[config.mk]
export PLATFORM = sky130hd
export DESIGN_NAME = sorted_priority_queue
export DESIGN_NICKNAME = d
export VERILOG_FILES = /design/src/rtl/core/spq_pkg.sv /design/src/rtl/core/sorted_priority_queue.sv /design/src/rtl/core/spq_cell.sv
export SDC_FILE = /design/constraint.sdc
export NUM_CORES = 2
export LEC_CHECK = 0
export BUFFER_PORTS_ARGS = -buffer_cell sky130_fd_sc_hd__buf_2
export CAP_MARGIN = 40
export CORE_ASPECT_RATIO = 2
export CORE_MARGIN = 4
export CORE_UTILIZATION = 35
export DETAILED_ROUTE_END_ITERATION = 16
export PLACE_DENSITY_LB_ADDON = 0.1
export SLEW_MARGIN = 20
export SYNTH_ARGS = -nofsm -noshare
export SYNTH_HDL_FRONTEND = slang
export SYNTH_SLANG_ARGS = --single-unit
[constraint.sdc]
create_clock -name clock -period 8.8 [get_ports clock]
set_input_delay 0.88 -clock clock [delete_from_list [all_inputs] [get_ports clock]]
set_output_delay 0.88 -clock clock [all_outputs]
set_load 0.03 [all_outputs]
[src/rtl/core/spq_pkg.sv]
// ----------------------------------------------------------------------------
// spq_pkg
// Shared types and constants of the sorted priority queue.
// ----------------------------------------------------------------------------
package spq_pkg;

   localparam int DEPTH = 16;
   localparam int CNT_W = $clog2(DEPTH + 1);
   localparam int DATA_W = 32;
   localparam int PRIO_W = 16;
   localparam int ECNT_W = 5;

   localparam logic OP_ENQ = 1'b0;
   localparam logic OP_DEQ = 1'b1;

   localparam logic [1:0] ST_OK = 2'd0;
   localparam logic [1:0] ST_UNDER = 2'd1;
   localparam logic [1:0] ST_OVER = 2'd2;

   typedef struct packed {
      logic signed [DATA_W-1:0] data;
      logic signed [PRIO_W-1:0] prio;
   } entry_type;

   // broadcast to every cell in the cycle of a transfer
   typedef struct packed {
      logic enq;
      logic deq;
      entry_type fresh;
   } cell_ctl_type;

endpackage

[src/rtl/core/sorted_priority_queue.sv]
// ----------------------------------------------------------------------------
// sorted_priority_queue
// Bounded min-first priority queue built as a chain of sorted cells.
// ----------------------------------------------------------------------------
// Takes one enqueue or dequeue per clock cycle and returns its result from
// an output register in the following cycle; req_ready drops only while that
// register holds a result that has not been taken. Every cell compares its
// priority with the new entry in the same cycle and then keeps its entry,
// takes the new one, or shifts from a neighbor, so that rate holds whatever the
// fill level. Entries of equal priority leave in arrival order; an enqueue
// into a full queue is dropped and flagged as overflow.
module sorted_priority_queue (
   input  logic                                clock,
   input  logic                                reset,
   input  logic                                req_valid,
   output logic                                req_ready,
   input  logic                                req_operation,
   input  logic signed [spq_pkg::DATA_W-1:0]   req_data_in,
   input  logic signed [spq_pkg::PRIO_W-1:0]   req_priority_in,
   output logic                                rsp_valid,
   input  logic                                rsp_ready,
   output logic signed [spq_pkg::DATA_W-1:0]   rsp_data_out,
   output logic [1:0]                          rsp_status,
   output logic                                rsp_empty_flag,
   output logic [spq_pkg::ECNT_W-1:0]          rsp_entry_count
);

   logic [spq_pkg::CNT_W-1:0] count_ff, count_in;
   logic rsp_valid_ff, rsp_valid_in;
   logic signed [spq_pkg::DATA_W-1:0] data_out_ff, data_out_in;
   logic [1:0] status_ff, status_in;
   logic empty_ff, empty_in;
   logic [spq_pkg::ECNT_W-1:0] ecnt_ff, ecnt_in;

   logic accept, is_full, is_empty, enq_ok, deq_ok;
   spq_pkg::cell_ctl_type ctl;
   spq_pkg::entry_type cell_entry [spq_pkg::DEPTH];
   logic cell_behind [spq_pkg::DEPTH];

   assign req_ready = !rsp_valid_ff || rsp_ready;
   assign accept = req_valid && req_ready;
   assign is_full = (count_ff == spq_pkg::CNT_W'(spq_pkg::DEPTH));
   assign is_empty = (count_ff == '0);
   assign enq_ok = accept && (req_operation == spq_pkg::OP_ENQ) && !is_full;
   assign deq_ok = accept && (req_operation == spq_pkg::OP_DEQ) && !is_empty;

   assign ctl.enq = enq_ok;
   assign ctl.deq = deq_ok;
   assign ctl.fresh.data = req_data_in;
   assign ctl.fresh.prio = req_priority_in;

   for (genvar i = 0; i < spq_pkg::DEPTH; i++) begin : g_cell
      logic occ;
      logic prev_b;
      spq_pkg::entry_type prev_e, next_e;

      assign occ = (spq_pkg::CNT_W'(i) < count_ff);
      if (i == 0) begin : g_head
         assign prev_b = 1'b1;
         assign prev_e = '0;
      end else begin : g_body
         assign prev_b = cell_behind[i-1];
         assign prev_e = cell_entry[i-1];
      end
      if (i == spq_pkg::DEPTH - 1) begin : g_tail
         assign next_e = '0;
      end else begin : g_mid
         assign next_e = cell_entry[i+1];
      end

      spq_cell u_cell (
         .clock       (clock),
         .ctl         (ctl),
         .occupied    (occ),
         .prev_behind (prev_b),
         .prev_entry  (prev_e),
         .next_entry  (next_e),
         .behind      (cell_behind[i]),
         .entry       (cell_entry[i])
      );
   end

   always_comb begin
      count_in = count_ff;
      if (enq_ok) begin
         count_in = count_ff + spq_pkg::CNT_W'(1);
      end else if (deq_ok) begin
         count_in = count_ff - spq_pkg::CNT_W'(1);
      end

      data_out_in = deq_ok ? cell_entry[0].data : '0;
      if (req_operation == spq_pkg::OP_DEQ) begin
         status_in = is_empty ? spq_pkg::ST_UNDER : spq_pkg::ST_OK;
      end else begin
         status_in = is_full ? spq_pkg::ST_OVER : spq_pkg::ST_OK;
      end
      empty_in = (count_in == '0);
      ecnt_in = spq_pkg::ECNT_W'(count_in);

      rsp_valid_in = rsp_valid_ff;
      if (accept) begin
         rsp_valid_in = 1'b1;
      end else if (rsp_ready) begin
         rsp_valid_in = 1'b0;
      end
   end

   always_ff @(posedge clock) begin
      if (reset) begin
         count_ff <= '0;
         rsp_valid_ff <= 1'b0;
      end else begin
         count_ff <= count_in;
         rsp_valid_ff <= rsp_valid_in;
      end
   end

   always_ff @(posedge clock) begin
      if (accept) begin
         data_out_ff <= data_out_in;
         status_ff <= status_in;
         empty_ff <= empty_in;
         ecnt_ff <= ecnt_in;
      end
   end

   assign rsp_valid = rsp_valid_ff;
   assign rsp_data_out = data_out_ff;
   assign rsp_status = status_ff;
   assign rsp_empty_flag = empty_ff;
   assign rsp_entry_count = ecnt_ff;

endmodule

[src/rtl/core/spq_cell.sv]
// ----------------------------------------------------------------------------
// spq_cell
// One slot of the sorted chain: keeps, takes the new entry or shifts.
// ----------------------------------------------------------------------------
module spq_cell (
   input  logic                  clock,
   input  spq_pkg::cell_ctl_type ctl,
   input  logic                  occupied,
   input  logic                  prev_behind,
   input  spq_pkg::entry_type    prev_entry,
   input  spq_pkg::entry_type    next_entry,
   output logic                  behind,
   output spq_pkg::entry_type    entry
);

   spq_pkg::entry_type entry_ff;
   spq_pkg::entry_type entry_in;

   // new entry goes behind this occupied one when its priority is equal or larger
   assign behind = occupied && ($signed(entry_ff.prio) <= $signed(ctl.fresh.prio));
   assign entry = entry_ff;

   always_comb begin
      entry_in = entry_ff;
      if (ctl.deq) begin
         entry_in = next_entry;
      end else if (ctl.enq && !behind) begin
         if (prev_behind) begin
            entry_in = ctl.fresh;
         end else begin
            entry_in = prev_entry;
         end
      end
   end

   always_ff @(posedge clock) begin
      entry_ff <= entry_in;
   end

endmodule

Word-level counts from Yosys, hierarchy flattened

Cells that the tools add are included.

Word-level logic and storage cells: 201
Bits in writable memories: 0
Bits in registers: 814
Memory bits (read-only): 0
Bits of input ports: 53
Bits in latches: 0
Memories kept: 0
Output and inout port bits: 42

Div/mod/pow operators: 0
Bitwise logic cells: 1
Multiply operators: 0
Order comparisons: 32
Reduce and logical (&&, ||, !) cells: 75
Multiplexer cells: 52
Equal/unequal tests: 1
Shifts and indexed selects: 0
$add $sub $neg: 2

Operators by type and width:

| kind                                               | number |
|---|---|
| 2-to-1 mux 48 bit                                  | 45 |
| <= comparator 16 bit                               | 16 |
| < comparator 4 x 5 -> 1 bit (first input constant) | 8 |
| logical AND 1 bit                                  | 37 |
| nonzero test 2 bit                                 | 16 |
| < comparator 3 x 5 -> 1 bit (first input constant) | 4 |
| logical NOT 1 bit                                  | 19 |
| logical NOT 5 bit                                  | 2 |
| < comparator 1 x 5 -> 1 bit (first input constant) | 2 |
| < comparator 2 x 5 -> 1 bit (first input constant) | 2 |
| 2-to-1 mux 5 bit                                   | 2 |
| adder 5 x 1 -> 5 bit (second input constant)       | 1 |
| equality test 5 bit (second input constant)        | 1 |
| subtractor 5 x 1 -> 5 bit (second input constant)  | 1 |
| 2-to-1 mux 2 bit                                   | 2 |
| 2-to-1 mux 1 bit                                   | 3 |
| logical OR 1 bit                                   | 1 |
| NOT 1 bit                                          | 1 |

Longest topological paths before layout

Word-level depth: 8
Gate-level depth with buffers: 15
Mapped depth without buffers: 10

Cells and area by module

Synthesis repeated with hierarchy kept, for this count alone.

Cell total of the unflattened synthesis: 4509
Area, all modules: 47922.2 um^2

Modules (own cells, without submodules):

| module                          | cells each | area each (um^2) | times used | sequential area each (um^2) |
|---|---|---|---|---|
| spq_cell (g_cell[0].u_cell ...) | 275        | 2879.0           | 10         | 1441.4 |
| spq_cell (g_cell[4].u_cell ...) | 267        | 2847.7           | 6          | 1441.4 |
| sorted_priority_queue           | 157        | 2045.7           | 1          | 1321.3 |

Least setup slack after synthesis

No wires, ideal clock.

Path kind: input to register
Start point: in req_priority_in[13] (netlist name)
End point: reg g_cell[3].u_cell.entry_ff, in the netlist g_cell[3].u_cell.entry[0] (enable)
Data required time: 8.280 ns
Data arrival time: 7.090 ns
Setup slack: 1.190 ns
Stages on the path: 14
Cells stage by stage: clkbuf_1 > clkbuf_1 > inv_1 > ha_1 > nand4_1 > or2_0 > or3_1 > a21oi_1 > nor4_1 > or3_1 > clkbuf_1 > buf_6 > buf_6 > o21ai_0

Word-level cells in the longest chain between the ends: 5

RTL lines:

| what                         | RTL line                    | RTL |
|---|---|---|
| from (decl)                  | sorted_priority_queue.sv:19 | `input logic signed [spq_pkg::PRIO_W-1:0] req_priority_in,` |
| <= comparator 16 bit         | spq_cell.sv:20              | `assign behind = occupied && ($signed(entry_ff.prio) <= $signed(ctl.fresh.prio));` |
| logical AND 1 bit            | spq_cell.sv:20              |  |
| logical NOT 1 bit            | spq_cell.sv:27              | `end else if (ctl.enq && !behind) begin` |
| logical AND 1 bit            | spq_cell.sv:27              |  |
| nonzero test 2 bit (no line) | --                          |  |
| to (signal assigned)         | spq_cell.sv:37              | `entry_ff <= entry_in;` |
| to (decl)                    | spq_cell.sv:16              | `spq_pkg::entry_type entry_ff;` |

Every way passes these cells.
A chain may end at the register's enable or synchronous reset.

Worst setup path in the final report

Start point: in req_priority_in[14] (netlist name)
End point: reg g_cell[8].u_cell.entry_ff, in the netlist g_cell[8].u_cell.entry[42] (enable)

Word-level cells in the longest chain between the ends: 5

RTL lines:

| what                         | RTL line |
|---|---|
| <= comparator 16 bit         | spq_cell.sv:20 |
| logical AND 1 bit            | spq_cell.sv:20 |
| logical NOT 1 bit            | spq_cell.sv:27 |
| logical AND 1 bit            | spq_cell.sv:27 |
| nonzero test 2 bit (no line) | -- |
| to (signal assigned)         | spq_cell.sv:37 |
| to (decl)                    | spq_cell.sv:16 |

Every way passes these cells.

==> impl_results.md <==
* Status: finished, final reports clean
* DRT iter0 DRCs at 3574
* FF-to-FF End: g_cell[14].u_cell.entry[46]
* P per Cell Area at 236 mW/mm²
* Synth async-reset ratio at 0%
* IO Port Bufs at 94
* Final worst-path cycle share at 58.1%
* # resized after CTS at 0
* Worst EP arrival at 5420 ps
* Die area at 0.147 mm²
* Main synth FF type: edfxtp_1
* Top cells by area, synth: edfxtp_1 (46%), mux2i_1 (9.4%), ha_1 (6.6%)
* Worst clock skew at 46.6 ps
* Worst-Skew Late Latency at 710 ps
* Number of synthesized flops with an enable pin at 760
* Wire per inst at 29.5 µm
* Initial Util at 35.2%
* Total power at 12.9 mW
* Max Freq at 0.195 GHz
* Setup violators final at 0
* Synthesized area per cell at 9.66 µm²
* P_leak at 19.7 nW
* Worst Hold Launch: req_valid
* Die width at 273 µm
* Post-Syn Instances at 5091
* Vias per cell at 5.93
* Number of global-route vias before repair at 40800
* Unique masters post-synth at 60
* Pins Over Slew Limit at 0
* Register area share after synthesis at 48.6%
* Clock transition at the registers of the reported paths at 70 ps
* Post-synthesis mux area share at 9.43%
* GRT Util Overall at 26.7%
* Share of layout cells above drive strength 1 at 8.51%
* Hold buffers post-CTS at 0
* Top-area cell type share of the netlist area at 46.4%
* Total setup buffers inserted after CTS at 0
* Clk buf depth at 3
* Hold Path End: rsp_valid
* Final antenna-violating net count at 0
* Final hold violations at 0
* Worst hold path depth at 3
* Flops & latches, synth at 814
* Drt pass-1 iters at 6
* FP Rows at 194
* Post-synthesis adder-cell area fraction at 6.59%
* Slew margin rel. at 19.7%
* Area grow syn2layout at 11.3%
* Top post-synthesis cells by count: edfxtp_1 (760), nand2_1 (687), o21ai_0 (558), nor3_1 (545), mux2i_1 (462)
* RSZ-0062 raised after global routing: false
* Worst hold margin at 454 ps
* Slew @ Worst Pin at 1200 ps
* Post-DP HPWL at 130 mm
* Max_cap viols at 0
* Total number of vias at 40600
* Fin nets at 5224
* Most frequent cell after synthesis: edfxtp_1
* # clock sinks at 814
* Boundary Pins at 95
* Num CTS Buffers at 84
* Largest family of logic cells by synthesized area: simple AND/OR/NAND/NOR gates
* Die Y at 538 µm
* R2R depth at 10
* Largest net degree at the start of global routing at 264
* H-tree depth at 3
* FF-to-FF Start: count_ff[1]
* Setup TNS at 0 ps
* Crit. End Element: flip-flop
* Syn nets at 5403
* Mapped cell area at 0.0492 mm²
* CP Data Required Time at 9100 ps
* DRC Markers at 0
* Minimum clock period at 5120 ps
* Worst setup SP type: input pin
* Total grt overflow at 0
* Ys Warns at 0
* First-pass GRT wire length at 289 mm
* Peak supply drop at 0.136 mV
* Worst R2R Setup Slack at 4260 ps
* Crit path kind: in2reg
* Type of the tightest min-delay check: in2reg
* Routability cong. at 0.946
* CTS tree: built
* Clk root buf: clkbuf_16
* Post-synthesis compound-gate area fraction at 14.7%
* Core Area at 0.140 mm²
* Synth Area in Simple Gates at 16.2%
* Initial antenna violation count at 3
* Drt total wl at 202 mm
* Cell taking the most area after synthesis: edfxtp_1
* Crit-path max FO at 37
* Fraction of synthesized cell area in xor and xnor cells at 0.0534%
==> placed cells by master, fill, tap and decap left out, drive strengths merged, types with 73 or more instances in the layout <==
cell type	n
a211oi	106
a21oi	265
buf	215
clkbuf	125
edfxtp	760
ha	259
mux2i	462
nand2	687
nand3	86
nor2	321
nor3	545
o211ai	73
o21ai	575
==> power by group <==
group	leakage, nW	switching (mW)	total, mW	internal (mW)
combinational	10.7	2.23	3.40	1.17
clock	1.37	1.71	3.83	2.13
sequential	7.68	0.531	5.69	5.16
==> critical path, cell delays in order <==
cell	delay, ps
buf_2	440
inv_1	510
ha_1	470
nand4_1	250
nor3_1	250
a21boi_0	340
a21oi_1	100
nor4bb_1	190
o21ai_4	150
buf_4	510
a21o_2	500
buf_12	240
buf_4	500
==> worst max path at each step <==
stage               slack, ps                 from                          to  cells past startpoint
floorplan                1190  req_priority_in[13]   g_cell[3].u_cell.entry[0]                     14
global placement         2690  req_priority_in[14]  g_cell[9].u_cell.entry[40]                     10
detailed placement       2980  req_priority_in[14]  g_cell[9].u_cell.entry[38]                     10
CTS                      3720  req_priority_in[14]  g_cell[8].u_cell.entry[32]                     13
global route             3510  req_priority_in[14]  g_cell[8].u_cell.entry[46]                     13
finish                   3680  req_priority_in[14]  g_cell[8].u_cell.entry[42]                     13
==> area by class of cell <==
cell class	count	area, µm²
fill	13800	84800
sequential	814	23900
multi-input combinational	3744	23500
clock buffer	125	2390
tap	1862	2330
timing repair buffer	215	1970
clock inverter	32	400
inverter	53	199
antenna	1	2.50
==> kinds of logic after synthesis <==
| group | after synthesis |
|---|---|
| AOI/OAI and AO/OA | 1224 |
| muxes | 463 |
| xor gates and xnor gates | 3 |
| buffers and inverters | 533 |
| and+or+nand+nor | 1795 |
| DFF | 814 |
| adders and majority gates | 259 |
==> state kept, by name, summed over array words and instances, names as in the netlist <==
register	cells
count_ff	5
rsp_status	2
rsp_data_out	32
rsp_entry_count	5
rsp_valid	1
g_cell.u_cell.entry	768
rsp_empty_flag	1
==> layer usage <==
metal | global-route usage [%] | routed length [µm]
met4 | 15.0 | 13200
met3 | 3.36 | 10200
met1 | 29.5 | 73600
met2 | 49.2 | 105000
met5 | 0 | 0
==> per-stage QoR <==
| step | area (µm²) | setup WS [ps] | util [%] | cells |
|---|---|---|---|---|
| after floorplan | 49200 | 1190 | - | 5091 |
| after global placement | 51100 | 2690 | 36.6 | 6653 |
| after detailed placement | 51900 | 2980 | 37.2 | 6685 |
| after CTS | 54700 | 3720 | 39.2 | 6842 |
| after global routing | 54700 | 3510 | 39.2 | 6846 |
| final | 54700 | 3680 | 39.2 | 6846 |
Power figures use the tool's default switching activity.
